--- src/hw/rtl/cllm_pkg.sv ---
// shared types, constants and helpers for the cursor linked list manager
`default_nettype none

package cllm_pkg;

  localparam int SLOTS     = 16;
  localparam int NUM_LISTS = 4;
  localparam int SLOT_W    = $clog2(SLOTS);
  localparam int LIST_W    = $clog2(NUM_LISTS);
  localparam int STEP_W    = $clog2(SLOTS + 1);
  localparam int PTR_W     = 5;
  localparam int ELEM_W    = 8;
  localparam int UPC_W     = 4;

  typedef logic [PTR_W-1:0]  ptr_t;
  typedef logic [ELEM_W-1:0] elem_t;
  typedef logic [UPC_W-1:0]  upc_t;

  localparam ptr_t PTR_NULL = '1;

  typedef enum logic [1:0] {
    ACT_INS_FRONT = 2'd0,
    ACT_INS_REAR  = 2'd1,
    ACT_INS_POS   = 2'd2,
    ACT_DEL_FRONT = 2'd3
  } action_e;

  typedef enum logic [1:0] {
    ST_DONE  = 2'd0,
    ST_FULL  = 2'd1,
    ST_EMPTY = 2'd2
  } status_e;

  typedef enum logic [3:0] {
    OP_NOP,
    OP_ALLOC,
    OP_WALK_INIT,
    OP_WALK,
    OP_LINK_NEW,
    OP_LINK_CUR,
    OP_LINK_FRONT,
    OP_DELETE,
    OP_FULL
  } dp_op_e;

  typedef enum logic [2:0] {
    C_NEVER,
    C_ALWAYS,
    C_IN_VALID,
    C_IS_DEL,
    C_FREE_EMPTY,
    C_FRONT,
    C_WALK_MORE,
    C_OUT_FREE
  } cond_e;

  // microprogram addresses
  localparam upc_t STEP_FETCH      = 4'd0;
  localparam upc_t STEP_DISPATCH   = 4'd1;
  localparam upc_t STEP_CHECK_FREE = 4'd2;
  localparam upc_t STEP_ALLOC      = 4'd3;
  localparam upc_t STEP_WALK_INIT  = 4'd4;
  localparam upc_t STEP_WALK       = 4'd5;
  localparam upc_t STEP_LINK_NEW   = 4'd6;
  localparam upc_t STEP_LINK_CUR   = 4'd7;
  localparam upc_t STEP_LINK_FRONT = 4'd8;
  localparam upc_t STEP_DELETE     = 4'd9;
  localparam upc_t STEP_FULL       = 4'd10;
  localparam upc_t STEP_EMIT       = 4'd11;

  typedef struct packed {
    logic   accept;
    logic   emit;
    dp_op_e op;
    cond_e  cond;
    upc_t   target;
    logic   stay_else;
  } ucode_t;

  typedef struct packed {
    logic is_del;
    logic free_empty;
    logic front;
    logic walk_more;
  } dp_flags_t;

  typedef struct packed {
    status_e status;
    ptr_t    slot;
    elem_t   removed;
    ptr_t    new_head;
  } dp_result_t;

  function automatic logic is_slot(ptr_t p);
    return p < PTR_W'(SLOTS);
  endfunction

  function automatic ptr_t valid_or_null(ptr_t p);
    return is_slot(p) ? p : PTR_NULL;
  endfunction

endpackage

`default_nettype wire

--- src/hw/rtl/cllm_if.sv ---
// valid/ready channels for requests and results
`default_nettype none

interface cllm_in_if;
  logic       valid;
  logic       ready;
  logic [1:0] action;
  logic [1:0] list_sel;
  logic [7:0] element;
  logic [4:0] position;

  modport source (output valid, action, list_sel, element, position, input ready);
  modport sink   (input valid, action, list_sel, element, position, output ready);
endinterface

interface cllm_out_if;
  logic       valid;
  logic       ready;
  logic [1:0] status;
  logic [4:0] slot;
  logic [7:0] removed_element;
  logic [4:0] new_head;

  modport source (output valid, status, slot, removed_element, new_head, input ready);
  modport sink   (input valid, status, slot, removed_element, new_head, output ready);
endinterface

`default_nettype wire

--- src/hw/rtl/cllm_ucode_rom.sv ---
// microprogram table: one control word per sequencer step
`default_nettype none

module cllm_ucode_rom (
  input  cllm_pkg::upc_t   upc_i,
  output cllm_pkg::ucode_t ctl_o
);
  import cllm_pkg::*;

  function automatic ucode_t uw(logic acc, logic emit, dp_op_e op, cond_e c, upc_t tgt,
                                logic stay);
    ucode_t w;
    w.accept    = acc;
    w.emit      = emit;
    w.op        = op;
    w.cond      = c;
    w.target    = tgt;
    w.stay_else = stay;
    return w;
  endfunction

  always_comb begin
    case (upc_i)
      STEP_FETCH:      ctl_o = uw(1'b1, 1'b0, OP_NOP, C_IN_VALID, STEP_DISPATCH, 1'b1);
      STEP_DISPATCH:   ctl_o = uw(1'b0, 1'b0, OP_NOP, C_IS_DEL, STEP_DELETE, 1'b0);
      STEP_CHECK_FREE: ctl_o = uw(1'b0, 1'b0, OP_NOP, C_FREE_EMPTY, STEP_FULL, 1'b0);
      STEP_ALLOC:      ctl_o = uw(1'b0, 1'b0, OP_ALLOC, C_FRONT, STEP_LINK_FRONT, 1'b0);
      STEP_WALK_INIT:  ctl_o = uw(1'b0, 1'b0, OP_WALK_INIT, C_NEVER, STEP_FETCH, 1'b0);
      STEP_WALK:       ctl_o = uw(1'b0, 1'b0, OP_WALK, C_WALK_MORE, STEP_WALK, 1'b0);
      STEP_LINK_NEW:   ctl_o = uw(1'b0, 1'b0, OP_LINK_NEW, C_NEVER, STEP_FETCH, 1'b0);
      STEP_LINK_CUR:   ctl_o = uw(1'b0, 1'b0, OP_LINK_CUR, C_ALWAYS, STEP_EMIT, 1'b0);
      STEP_LINK_FRONT: ctl_o = uw(1'b0, 1'b0, OP_LINK_FRONT, C_ALWAYS, STEP_EMIT, 1'b0);
      STEP_DELETE:     ctl_o = uw(1'b0, 1'b0, OP_DELETE, C_ALWAYS, STEP_EMIT, 1'b0);
      STEP_FULL:       ctl_o = uw(1'b0, 1'b0, OP_FULL, C_NEVER, STEP_FETCH, 1'b0);
      STEP_EMIT:       ctl_o = uw(1'b0, 1'b1, OP_NOP, C_OUT_FREE, STEP_FETCH, 1'b1);
      default:         ctl_o = uw(1'b0, 1'b0, OP_NOP, C_ALWAYS, STEP_FETCH, 1'b0);
    endcase
  end

endmodule

`default_nettype wire

--- src/hw/rtl/cllm_datapath.sv ---
// slot pool, list heads, free list and walk registers driven by the microprogram
`default_nettype none

module cllm_datapath (
  input  wire                   clk_i,
  input  wire                   rst_ni,
  input  wire                   in_fire_i,
  input  wire [1:0]             action_i,
  input  wire [1:0]             list_sel_i,
  input  wire [7:0]             element_i,
  input  wire [4:0]             position_i,
  input  cllm_pkg::dp_op_e      op_i,
  output cllm_pkg::dp_flags_t   flags_o,
  output cllm_pkg::dp_result_t  result_o
);
  import cllm_pkg::*;

  elem_t   elem_q [SLOTS];
  ptr_t    link_q [SLOTS];
  ptr_t    head_q [NUM_LISTS];
  ptr_t    free_q;

  action_e             act_q;
  logic [LIST_W-1:0]   sel_q;
  elem_t               byte_q;
  ptr_t                pos_q;
  ptr_t                h_q, s_q, cur_q, nxt_q;
  logic [STEP_W-1:0]   steps_q;
  status_e             status_q;
  ptr_t                slot_q;
  elem_t               removed_q;

  ptr_t  rd_ptr;
  ptr_t  rd_link;
  logic  head_ok;
  logic  walk_more;
  logic  pos_hit;

  // single read port on the link array
  always_comb begin
    case (op_i)
      OP_ALLOC: rd_ptr = s_q;
      OP_WALK:  rd_ptr = nxt_q;
      default:  rd_ptr = h_q;
    endcase
  end

  assign rd_link   = valid_or_null(link_q[rd_ptr[SLOT_W-1:0]]);
  assign head_ok   = is_slot(h_q);
  assign pos_hit   = (act_q == ACT_INS_POS) && (nxt_q == pos_q);
  assign walk_more = is_slot(nxt_q) && !pos_hit && (steps_q != STEP_W'(SLOTS));

  assign flags_o.is_del     = (act_q == ACT_DEL_FRONT);
  assign flags_o.free_empty = !is_slot(free_q);
  assign flags_o.front      = !head_ok || (act_q == ACT_INS_FRONT) ||
                              ((act_q == ACT_INS_POS) &&
                               ((pos_q == PTR_NULL) || (pos_q == h_q)));
  assign flags_o.walk_more  = walk_more;

  assign result_o.status   = status_q;
  assign result_o.slot     = slot_q;
  assign result_o.removed  = removed_q;
  assign result_o.new_head = valid_or_null(head_q[sel_q]);

  // pool and list state
  always_ff @(posedge clk_i or negedge rst_ni) begin
    if (!rst_ni) begin
      for (int i = 0; i < SLOTS; i++) begin
        elem_q[i] <= '0;
        link_q[i] <= PTR_W'(i - 1);
      end
      for (int i = 0; i < NUM_LISTS; i++) begin
        head_q[i] <= PTR_NULL;
      end
      free_q <= PTR_W'(SLOTS - 1);
    end else begin
      case (op_i)
        OP_ALLOC: begin
          free_q                   <= rd_link;
          elem_q[s_q[SLOT_W-1:0]]  <= byte_q;
        end
        OP_LINK_NEW: begin
          link_q[s_q[SLOT_W-1:0]] <= pos_hit ? nxt_q : PTR_NULL;
        end
        OP_LINK_CUR: begin
          link_q[cur_q[SLOT_W-1:0]] <= s_q;
        end
        OP_LINK_FRONT: begin
          link_q[s_q[SLOT_W-1:0]] <= head_ok ? h_q : PTR_NULL;
          head_q[sel_q]           <= s_q;
        end
        OP_DELETE: begin
          if (head_ok) begin
            elem_q[h_q[SLOT_W-1:0]] <= '0;
            link_q[h_q[SLOT_W-1:0]] <= valid_or_null(free_q);
            head_q[sel_q]           <= rd_link;
            free_q                  <= h_q;
          end
        end
        default: ;
      endcase
    end
  end

  // per-item working registers
  always_ff @(posedge clk_i) begin
    if (in_fire_i) begin
      act_q     <= action_e'(action_i);
      sel_q     <= list_sel_i[LIST_W-1:0];
      byte_q    <= element_i;
      pos_q     <= position_i;
      h_q       <= head_q[list_sel_i[LIST_W-1:0]];
      s_q       <= free_q;
      status_q  <= ST_DONE;
      slot_q    <= PTR_NULL;
      removed_q <= '0;
    end else begin
      case (op_i)
        OP_ALLOC: begin
          slot_q <= s_q;
        end
        OP_WALK_INIT: begin
          cur_q   <= h_q;
          nxt_q   <= rd_link;
          steps_q <= '0;
        end
        OP_WALK: begin
          if (walk_more) begin
            cur_q   <= nxt_q;
            nxt_q   <= rd_link;
            steps_q <= steps_q + 1'b1;
          end
        end
        OP_DELETE: begin
          if (head_ok) begin
            removed_q <= elem_q[h_q[SLOT_W-1:0]];
            slot_q    <= h_q;
          end else begin
            status_q <= ST_EMPTY;
          end
        end
        OP_FULL: begin
          status_q <= ST_FULL;
        end
        default: ;
      endcase
    end
  end

endmodule

`default_nettype wire

--- src/hw/rtl/cursor_linked_list_manager.sv ---
// cursor linked list manager: a microcoded sequencer takes one item per pass
// every item runs fetch, dispatch; a delete then runs delete, emit; an insert runs
// check_free, then full, emit if the pool is full, else alloc, then link_front, emit
// for a front insert, else walk_init, walk (up to 16 links), link_new, link_cur, emit;
// an item is accepted only in fetch; a result not taken holds the sequencer in emit
// reset: async active low; slot i links to i-1, all heads empty, free head at the top slot
`default_nettype none

module cursor_linked_list_manager (
  input  wire        clk_i,
  input  wire        rst_ni,
  cllm_in_if.sink    in_i,
  cllm_out_if.source out_o
);
  import cllm_pkg::*;

  upc_t       upc_q, upc_d;
  ucode_t     ctl;
  dp_flags_t  flags;
  dp_result_t result;
  logic       in_fire;
  logic       out_free;
  logic       cond_hit;

  logic       out_valid_q;
  status_e    status_q;
  ptr_t       slot_q;
  elem_t      removed_q;
  ptr_t       new_head_q;

  cllm_ucode_rom u_rom (
    .upc_i (upc_q),
    .ctl_o (ctl)
  );

  cllm_datapath u_dp (
    .clk_i      (clk_i),
    .rst_ni     (rst_ni),
    .in_fire_i  (in_fire),
    .action_i   (in_i.action),
    .list_sel_i (in_i.list_sel),
    .element_i  (in_i.element),
    .position_i (in_i.position),
    .op_i       (ctl.op),
    .flags_o    (flags),
    .result_o   (result)
  );

  assign in_i.ready = ctl.accept;
  assign in_fire    = in_i.valid && ctl.accept;
  assign out_free   = !out_valid_q || out_o.ready;

  always_comb begin
    case (ctl.cond)
      C_NEVER:      cond_hit = 1'b0;
      C_ALWAYS:     cond_hit = 1'b1;
      C_IN_VALID:   cond_hit = in_i.valid;
      C_IS_DEL:     cond_hit = flags.is_del;
      C_FREE_EMPTY: cond_hit = flags.free_empty;
      C_FRONT:      cond_hit = flags.front;
      C_WALK_MORE:  cond_hit = flags.walk_more;
      C_OUT_FREE:   cond_hit = out_free;
      default:      cond_hit = 1'b0;
    endcase
  end

  always_comb begin
    if (cond_hit) begin
      upc_d = ctl.target;
    end else if (ctl.stay_else) begin
      upc_d = upc_q;
    end else begin
      upc_d = upc_q + 1'b1;
    end
  end

  always_ff @(posedge clk_i or negedge rst_ni) begin
    if (!rst_ni) begin
      upc_q       <= STEP_FETCH;
      out_valid_q <= 1'b0;
    end else begin
      upc_q <= upc_d;
      if (ctl.emit && out_free) begin
        out_valid_q <= 1'b1;
      end else if (out_o.ready) begin
        out_valid_q <= 1'b0;
      end
    end
  end

  // result register, loaded as the microprogram finishes an item
  always_ff @(posedge clk_i) begin
    if (ctl.emit && out_free) begin
      status_q   <= result.status;
      slot_q     <= result.slot;
      removed_q  <= result.removed;
      new_head_q <= result.new_head;
    end
  end

  assign out_o.valid           = out_valid_q;
  assign out_o.status          = status_q;
  assign out_o.slot            = slot_q;
  assign out_o.removed_element = removed_q;
  assign out_o.new_head        = new_head_q;

endmodule

`default_nettype wire
--- src/flat_wrapper.sv ---
// flat-port wrapper written by rule: the top's interface ports become plain ports
module cursor_linked_list_manager_flat import cllm_pkg::*;
  (clk_i, rst_ni, in_i_valid, in_i_action, in_i_list_sel, in_i_element, in_i_position, in_i_ready, out_o_valid, out_o_status, out_o_slot, out_o_removed_element, out_o_new_head, out_o_ready);
  cllm_in_if in_i_i ();
  cllm_out_if out_o_i ();
  input  wire clk_i;
  input  wire rst_ni;
  input wire logic [$bits(in_i_i.valid)-1:0] in_i_valid;
  input wire logic [$bits(in_i_i.action)-1:0] in_i_action;
  input wire logic [$bits(in_i_i.list_sel)-1:0] in_i_list_sel;
  input wire logic [$bits(in_i_i.element)-1:0] in_i_element;
  input wire logic [$bits(in_i_i.position)-1:0] in_i_position;
  output wire logic [$bits(in_i_i.ready)-1:0] in_i_ready;
  output wire logic [$bits(out_o_i.valid)-1:0] out_o_valid;
  output wire logic [$bits(out_o_i.status)-1:0] out_o_status;
  output wire logic [$bits(out_o_i.slot)-1:0] out_o_slot;
  output wire logic [$bits(out_o_i.removed_element)-1:0] out_o_removed_element;
  output wire logic [$bits(out_o_i.new_head)-1:0] out_o_new_head;
  input wire logic [$bits(out_o_i.ready)-1:0] out_o_ready;
  assign in_i_i.valid = in_i_valid;
  assign in_i_i.action = in_i_action;
  assign in_i_i.list_sel = in_i_list_sel;
  assign in_i_i.element = in_i_element;
  assign in_i_i.position = in_i_position;
  assign in_i_ready = in_i_i.ready;
  assign out_o_valid = out_o_i.valid;
  assign out_o_status = out_o_i.status;
  assign out_o_slot = out_o_i.slot;
  assign out_o_removed_element = out_o_i.removed_element;
  assign out_o_new_head = out_o_i.new_head;
  assign out_o_i.ready = out_o_ready;
  cursor_linked_list_manager u_core (.clk_i(clk_i), .rst_ni(rst_ni), .in_i(in_i_i), .out_o(out_o_i));
endmodule
--- config.mk ---
export PLATFORM = sky130hd
export DESIGN_NAME = cursor_linked_list_manager_flat
export DESIGN_NICKNAME = d
export VERILOG_FILES = /design/src/hw/rtl/cllm_pkg.sv /design/src/hw/rtl/cllm_if.sv /design/src/hw/rtl/cllm_ucode_rom.sv /design/src/hw/rtl/cllm_datapath.sv /design/src/hw/rtl/cursor_linked_list_manager.sv /design/src/flat_wrapper.sv
export SDC_FILE = /design/constraint.sdc
export NUM_CORES = 1
export LEC_CHECK = 0
export ABC_AREA = 1
export BUFFER_PORTS_ARGS = -buffer_cell sky130_fd_sc_hd__buf_2
export CAP_MARGIN = 0
export CORE_MARGIN = 2
export CORE_UTILIZATION = 45
export DETAILED_ROUTE_END_ITERATION = 10
export HOLD_SLACK_MARGIN = 0.06
export PLACE_DENSITY_LB_ADDON = 0.15
export SYNTH_ARGS = -nofsm -noshare
export SYNTH_HDL_FRONTEND = slang
export SYNTH_SLANG_ARGS = --single-unit
--- constraint.sdc ---
create_clock -name clk_i -period 6.6 [get_ports clk_i]
set_clock_uncertainty 0.1 [all_clocks]
set_input_delay 0.99 -clock clk_i [delete_from_list [all_inputs] [get_ports clk_i]]
set_output_delay 0.99 -clock clk_i [all_outputs]
set_load 0.01 [all_outputs]
### After elaboration in Yosys (flattened, before gate mapping)

Memory sizes are Yosys's and may differ from the RTL's.
Cells that the tools add are included.
W data, S select, Z words.

* register bits after elaboration: 314
* bits in read-only memories: 224
* input bits: 21
* output and inout bits: 22
* word-level logic and storage cells: 197
* memories: 1

* $add $sub $neg: 2
* order comparisons: 15
* eq/ne operators: 25
* multiplexer cells: 58
* bitwise operators: 9
* reduce and logical (&&, ||, !) cells: 32

Memory list
* (name not given): depth 16, width 14, read ports 1, clocked after Yosys merged registers in 0, wr ports 0, line cllm_ucode_rom.sv:23 `case (upc_i)`

Operators by type and width (number)
* $bwmux W80: 4
* $pmux W80 S4: 1
* $pmux W128 S2: 1
* $and A128 B128 Y128: 1
* $bwmux W128: 1
* $mux W128: 1
* $not A128 Y128: 1
* $mux W5: 17
* $mux W80: 1
* $demux W8 S4: 2
* $demux W5 S4: 3
* $bwmux W20: 2
* $pmux W20 S2: 1
* $pmux W5 S2: 4
* $bmux W8 S4: 1
* $mux W8: 4
* $lt A5 B5 Y1 const B: 5
* $bmux W5 S2: 2
* $bmux W5 S4: 1
* $ge A5 B5 Y1 const B: 4
* $mux W20: 1
* $not A4 Y5: 4
* $eq A4 B3 Y1 const B: 4
* $pmux W4 S2: 2
* 33 further kinds: 73

### Longest topological paths before layout

Gate-level depths: netlist of run 1.
An unclocked memory read counts as a cell.

* depth in word-level cells: 12
* gate-level depth with buffers: 21
* depth with buffers taken out: 20

### Cells and area by module

Synthesis of run 1 repeated with hierarchy kept, for this count alone.

* cell total of the unflattened synthesis: 2281
* area total of the unflattened synthesis: 17981.0 um2

By module, submodules not included
* cllm_datapath: instances 1, cells each 2159, area each 16776.1 um2, sequential area each 7433.4 um2
* cursor_linked_list_manager: instances 1, cells each 82, area each 1019.7 um2, sequential area each 725.7 um2
* cllm_ucode_rom: instances 1, cells each 40, area each 185.2 um2, sequential area each 0.0 um2

### Worst setup path after synthesis of run 1

OpenSTA, ideal clock, no wires.

* path type: reg-to-reg
* start point: register u_core.upc_q[1]
* end point: register u_core.u_dp.act_q[0] (enable)
* library setup time: 0.402 ns
* arrival time: 2.215 ns
* required time: 6.098 ns
* path slack: 3.883 ns
* stages on the path, launching flop included: 8
* buffers on the path: 1
* clock period less this slack: 2.717 ns
* cell sequence: dfrtp_1 -> inv_2 -> ha_1 -> nand2_1 -> nor2_1 -> nand2_1 -> inv_1 -> clkbuf_1

* longest elaborated chain between the ends: 2

Ends and longest elaborated chain
* from (decl): line cursor_linked_list_manager.sv:17 `upc_t upc_q, upc_d;`
* from (signal assigned): line cursor_linked_list_manager.sv:82 `upc_q <= upc_d;`
* $mem_v2 Z16 W14
* net in_i_ready: line flat_wrapper.sv:13 `output wire logic [$bits(in_i_i.ready)-1:0] in_i_ready;`
* $logic_and A1 B1 Y1: line cursor_linked_list_manager.sv:50 `assign in_fire = in_i.valid && ctl.accept;`
* net u_core.in_fire: line cursor_linked_list_manager.sv:21 `logic in_fire;`
* to (signal assigned): line cllm_datapath.sv:108 `act_q <= action_e'(action_i);`
* to (decl): line cllm_datapath.sv:23 `action_e act_q;`

The timed path passes the listed nets, and every way through them passes these cells.
A chain may end at the register's enable or synchronous reset.

### Worst setup path after layout of run 1

* start point: register u_core.upc_q[1]
* end point: register u_core.u_dp.elem_q[109] in the netlist's numbering

* longest elaborated chain between the ends: 4
* elaborated cells on any way between the ends: 7
* those cells by class: 3 x eq/ne; 1 x mux; 2 x reduce/logical; 1 x memory

Ends and longest elaborated chain
* $mem_v2 Z16 W14 *
* $eq A4 B3 Y1 or $eq A4 B1 Y1 (tied branches): line cllm_datapath.sv:77 `case (op_i)`
* $ne A2 B2 Y1 (no source line) or $reduce_bool A2 Y1 (tied branches)
* $reduce_and A2 Y1 (no source line)
* to (signal, indexed assignment): line cllm_datapath.sv:80 `elem_q[s_q[SLOT_W-1:0]] <= byte_q;`
* to (decl): line cllm_datapath.sv:18 `elem_t elem_q [SLOTS];`

Every way passes the cells marked *; elsewhere a longest branch is shown, timed or not.

==> results_dict.tcl, run 1 <==
set metrics [dict create \
    status "complete, no violations" \
    layout_min_cycle_time_ns 4.61 \
    antenna_left 0 \
    cts.sinks 314 \
    peakVddDrop_v 0.000279 \
    clk_pin_slew_ns 0.06 \
    synthTopCellsByCount "370 x inv_1, 299 x nand2_1, 272 x o21ai_0" \
    ctsRootBufferMaster "clkbuf_16" \
    die_y_um 206 \
    finalSetupViolCount 0 \
    max_cap_viol_count 0 \
    syn2layout_area_growth_pct 10.7 \
    antenna_found_initial 1 \
    insertion_delay_ns 0.59 \
    yosysMostFrequentCell "inv_1" \
    coreArea_sq_um 39900 \
    num_vias 18600 \
    avgViaCountPerCell 6.32 \
    numCtsBuffers 38 \
    timing.final.crit_share 0.698 \
    first_iter_violations 2283 \
    drc 0 \
    slew-limit-headroom 0.117 \
    cts_tree "done" \
    start_util 0.459 \
    finalNetCount 2411 \
    grt_usage 0.343 \
    synthTopCellsByArea "dfrtp_1 25%, edfxtp_1 10%, dfstp_2 8.2%, inv_1 7.6%, o21ai_0 7.4%" \
    yosysWarnings 0 \
    tns_ns 0 \
    wl_per_cell_um 24.3 \
    total_power_uw 9240 \
    min_path_type "register to register" \
    overflow 0 \
    ys_types 53 \
    port_buffers 42 \
    cts_resized 0 \
    leakage_uw 0.00865 \
    grt_max_degree 123 \
    yosysTopAreaCell "dfrtp_1" \
    synthCells 2376 \
    num_antenna_cells 0 \
    cts_max_path_buffers 3 \
    tightest_slew_ns 1.32 \
    ys_ff_latch 314 \
    ios 43 \
    hold_viol_final 0 \
    drive_above_1_share 0.108 \
    synthArstFlopShare 0.758 \
    worstSetupEndpointType "register" \
    yosysTopAreaCellShare 0.247 \
    worstSetupPathType "register to register" \
    h-tree-depth 2 \
    start_kind "register" \
    die_area_sq_um 42300 \
    grt_pass1_vias 17600 \
    rsz0062_at_grt "no" \
    fmax_ghz 0.217 \
    yosysSeqAreaShare 0.446 \
    grt_first_pass_wirelength_mm 109 \
    synth_flop_cell "dfrtp_1" \
    place_hpwl_mm 47.7 \
    netlist_area_sq_um 18300 \
    drt-pass1-iter-count 6 \
    place.gp.congestion 1.00 \
    cts_hold_buf 0 \
    die_x_um 206 \
    post-cts-setup-buffers 0 \
    synth_edf_count 61 \
    arrival_ns 4.94 \
    synth.avg_cell_area_sq_um 7.70 \
    rows 73 \
    wirelength_mm 71.5 \
    crit_path_max_fanout 37 \
    synth_nets 2404 \
    p_per_area_nw_per_um2 456 \
    slew_viol_final 0 \
    crit_required_ns 6.93 \
]
==> report_power, final <==
part           switching, uW  internal (uW)  leakage [uW]
Sequential               405           2830       0.00370
Combinational           2770           1090       0.00433
Clock                    897           1260      0.000619
==> layer usage <==
metal,global-route usage,up-vias,part of all wire
met5,0,-,0
met4,0.143,0,0.039
met3,0.0866,183,0.12
met2,0.506,1181,0.43
met1,0.480,8931,0.41
li1,-,8275,-
==> final timing paths <==
| path | slack, ns | depth (start not counted) | from | end |
|---|---|---|---|---|
| max in group asynchronous | 4.81 | 2 | rst_ni | u_core.upc_q[0] |
| hold reg to reg | 0.34 | 0 | u_core.u_dp.removed_q[1] | u_core.out_o.removed_element[1] |
| setup reg to reg | 1.99 | 14 | u_core.upc_q[1] | u_core.u_dp.elem_q[109] |
| min in group asynchronous | 0.39 | 1 | rst_ni | u_core.u_dp.elem_q[31] |
| setup / recovery | 1.99 | 14 | u_core.upc_q[1] | u_core.u_dp.elem_q[109] |
| hold / removal | 0.34 | 0 | u_core.u_dp.removed_q[1] | u_core.out_o.removed_element[1] |
==> area by class of cell <==
| type | count | area (sq um) |
|---|---|---|
| repair buffers | 73 | 465 |
| multi-input cells | 1560 | 8220 |
| well taps | 525 | 657 |
| fillers | 3798 | 19700 |
| clock inverters | 13 | 163 |
| inverters | 396 | 1490 |
| flip-flops and latches | 314 | 8160 |
| clock buffers | 55 | 1110 |
==> cell usage in the layout, fill, tap and decap left out, types with 6 or more instances in the layout <==
cell         n
nand4_1     53
o311ai_0     6
a22o_1       8
clkbuf_8     7
buf_2       41
nor2_2      11
nor2_1     239
dfstp_2     57
nand3_1    134
nor3_1       8
nand2_4      6
clkbuf_1     9
a221oi_1    13
o211ai_1    31
dfrtp_1    181
a211oi_1     7
o21ai_0    272
a21oi_1    117
o221ai_1    19
clkbuf_16   39
o22ai_1    212
inv_1      370
or2_2        9
edfxtp_1    61
a211oi_2     7
ha_1         7
inv_2       17
nand3_2      8
buf_4       30
clkinv_1    10
nand2_1    299
a22oi_1     21
dfxtp_1     15
o2111ai_1   18
a31oi_1      6
==> logic make-up (layout without fill, tap and decap cells) <==
group,after synthesis,after routing,synth area share
AO/OA/AOI/OAI,769,769,0.255
XOR/XNOR,3,3,0.00144
adder cells (fa/ha/maj),7,7,0.00479
buffers and inverters,502,537,0.106
flip-flops,314,314,0.446
AND/OR/NAND/NOR,781,781,0.188
==> state kept, by name, indices dropped and copies added (netlist names), 2 cells and up <==
name                          count
u_core.u_dp.nxt_q                 5
u_core.u_dp.status_q              2
u_core.u_dp.sel_q                 2
u_core.u_dp.act_q                 2
u_core.out_o.removed_element      8
u_core.u_dp.removed_q             8
u_core.out_o.status               2
u_core.u_dp.pos_q                 5
u_core.u_dp.head_q               20
u_core.u_dp.h_q                   5
u_core.u_dp.link_q               80
u_core.u_dp.elem_q              128
u_core.u_dp.s_q                   5
u_core.u_dp.slot_q                5
u_core.u_dp.free_q                5
u_core.out_o.new_head             5
u_core.upc_q                      4
u_core.u_dp.byte_q                8
u_core.out_o.slot                 5
u_core.u_dp.cur_q                 4
u_core.u_dp.steps_q               5
==> metrics by stage <==
stage | hold WS [ns] | cell area, sq um | setup WS, ns | util | instances
global placement | 0.335 | 19000 | 2.27 | 0.476 | 2868
detailed placement | 0.328 | 19000 | 2.10 | 0.476 | 2868
CTS | 0.345 | 20300 | 2.08 | 0.508 | 2936
global route | 0.357 | 20300 | 1.67 | 0.508 | 2936
finish | 0.341 | 20300 | 1.99 | 0.508 | 2936
floorplan | 0.303 | 18300 | 3.88 | - | 2376
==> worst max-delay path: stages (launching register included) <==
cell     delay (ns)
dfrtp_1        0.49
inv_2          0.15
ha_1           0.20
nand3_1        0.10
nand3_2        0.18
nand2_1        0.12
nor2_4         0.08
buf_4          0.47
inv_2          0.38
nor2_2         0.47
nor2_2         0.27
inv_2          0.54
o21ai_0        0.20
a21oi_1        0.53
o22ai_1        0.15
Power figures use the tool's default switching activity.
==> run 2, diff against run 1 <==
==> constraint.sdc (replaced) <==
create_clock -name clk_i -period 3.8 [get_ports clk_i]
set_clock_uncertainty 0.1 [all_clocks]
set_input_delay 0.57 -clock clk_i [delete_from_list [all_inputs] [get_ports clk_i]]
set_output_delay 0.57 -clock clk_i [all_outputs]
set_load 0.01 [all_outputs]
==> results_dict.tcl, run 2 (synthesis gave the netlist of run 1 again) <==
set metrics [dict create \
    reg2reg_to "u_core.u_dp.elem_q[104]" \
    tns_ns 0 \
    largest_register_ffs 128 \
    overflow 0 \
    crit_family "compound AO/OA/AOI/OAI gates" \
    reg2reg_depth 14 \
    slew_viol_final 0 \
    globalRouteMet2Util 0.543 \
    wirelength_mm 76.9 \
    endpoint "u_core.u_dp.elem_q[104]" \
    cts_max_path_buffers 3 \
    numCtsBuffers 38 \
    p_int_uw 9010 \
    rows 73 \
    largest_registers "u_core.u_dp.elem_q: 128 flops, u_core.u_dp.link_q: 80 flops, u_core.u_dp.head_q: 20 flops" \
    crit_required_ns 4.11 \
    mostFrequentLayoutCell "inv_1" \
    critPathLaunch "u_core.upc_q[3]" \
    regMostFlops "u_core.u_dp.elem_q" \
    timing.final.crit_share 0.831 \
    grt_max_degree 96 \
    most-common-layout-cells "370 x inv_1, 299 x nand2_1, 272 x o21ai_0" \
    p_per_area_nw_per_um2 773 \
    hold_viol_final 0 \
    ios 43 \
    die_y_um 206 \
    p_sw_frac 0.443 \
    fillCellCount 3831 \
    die_x_um 206 \
    tightest_slew_ns 0.995 \
    rsz0062_at_grt "no" \
    r2r_slack_ns 0.64 \
    wl_per_cell_um 25.4 \
    drive_above_1_share 0.132 \
    post-cts-setup-buffers 0 \
    grt.met1_usage 0.512 \
    start_util 0.459 \
    min_path_type "input pin to register" \
    clk_pin_slew_ns 0.06 \
    place.gp.congestion 1.06 \
    grt_pass1_vias 17900 \
    cp_cell_sequence "inv_2, nand2_1, inv_2, nand2_1, nand2_2, nand2_1, nor2_4, inv_2, nor2_2, nor2_2, inv_2, o21ai_0, a21oi_1, o22ai_1" \
    worstSetupEndpointType "register" \
    antenna_found_initial 0 \
    place_hpwl_mm 53.3 \
    syn2layout_area_growth_pct 14.4 \
    num_vias 19100 \
    die_area_sq_um 42300 \
    layout_min_cycle_time_ns 3.16 \
    cts_hold_buf 12 \
    max_cap_viol_count 0 \
    start_kind "register" \
    clock_power_share 0.220 \
    cts_tree "done" \
    combPwrFrac 0.435 \
    worstSetupPathType "register to register" \
    grt_usage 0.365 \
    finalNetCount 2498 \
    peakVddDrop_v 0.000514 \
    port_buffers 42 \
    cp_slowest_cell "a21oi_1" \
    finalSetupViolCount 0 \
    top_usage_layer "met2" \
    drt-pass1-iter-count 6 \
    fmax_ghz 0.317 \
    grt_use_met3 0.0887 \
    r2r-start "u_core.upc_q[3]" \
    cp.depth 14 \
    place_inst 2943 \
    first_iter_violations 2284 \
    drc 0 \
    final_util 0.525 \
    leakage_uw 0.00906 \
    ctsRootBufferMaster "clkbuf_16" \
    cts_resized 0 \
    seqPwrFrac 0.345 \
    coreArea_sq_um 39900 \
    antenna_left 0 \
    slew-limit-headroom 0.336 \
    h-tree-depth 2 \
    cpPeakStageDelay_ns 0.57 \
    status "complete, no violations" \
    avgViaCountPerCell 6.30 \
    crit_buf_inv 4 \
    instances_no_fill 3027 \
    arrival_ns 3.46 \
    grt_first_pass_wirelength_mm 114 \
    insertion_delay_ns 0.58 \
    cts.sinks 314 \
    p_sw_uw 7180 \
    path_common_cell "inv_2" \
    crit_path_max_fanout 24 \
]
## run 2: cell types whose count changed in the layout (fill, tap and decap cells not counted), sizes merged
cell	before	now
dlygate4sd3	0	12
buf	73	148
bufinv	2	1
clkinvlp	1	2
clkinv	16	17
diode	0	2
clkbuf	55	56
## run 2: layer usage
layer / up-vias / share of wire
met3: 219 / 0.11
met4: 0 / 0.044
li1: 8444 / -
met5: - / 0
met2: 1171 / 0.43
met1: 9247 / 0.42
## run 2: how the worst min path moves through the flow
stage	start	end	slack [ns]	depth (start not counted)
CTS	in_i_element[6]	u_core.u_dp.byte_q[6]	0.06	1
finish	in_i_element[6]	u_core.u_dp.byte_q[6]	0.08	1
global route	in_i_element[6]	u_core.u_dp.byte_q[6]	0.06	1
global placement	u_core.u_dp.removed_q[5]	u_core.out_o.removed_element[5]	0.31	0
floorplan	rst_ni	u_core.out_o.valid	0.17	0
detailed placement	u_core.u_dp.slot_q[1]	u_core.out_o.slot[1]	0.32	0
## run 2: cell type report
type	count	area [sq um]	share of cell area
multi-input cells	1560	8220	0.392
flip-flops and latches	314	8160	0.390
inverters	396	1490	0.0712
repair buffers	160	1220	0.0584
clock buffers	56	1050	0.0501
well taps	525	657	0.0314
clock inverters	14	141	0.00675
diodes	2	5.00	0.000239
## run 2: power groups by stage
stage | Combinational [uW] | Sequential [uW] | Clock, uW
after global routing | 7570 | 5710 | 3730
after floorplan | 4530 | 5360 | 0
final | 7040 | 5590 | 3560
after global placement | 6720 | 5590 | 0
after CTS | 6810 | 5570 | 3610
after detailed placement | 6770 | 5610 | 0
## run 2: through the flow
step | hold slack, ns | total power, uW | worst slack, ns | cell area [sq um]
floorplan | 0.174 | 9890 | 1.08 | 18300
global placement | 0.314 | 12300 | 0.746 | 19600
detailed placement | 0.316 | 12400 | 0.684 | 19600
CTS | 0.0603 | 16000 | 0.660 | 20900
global route | 0.0629 | 17000 | 0.430 | 20900
finish | 0.0787 | 16200 | 0.642 | 20900
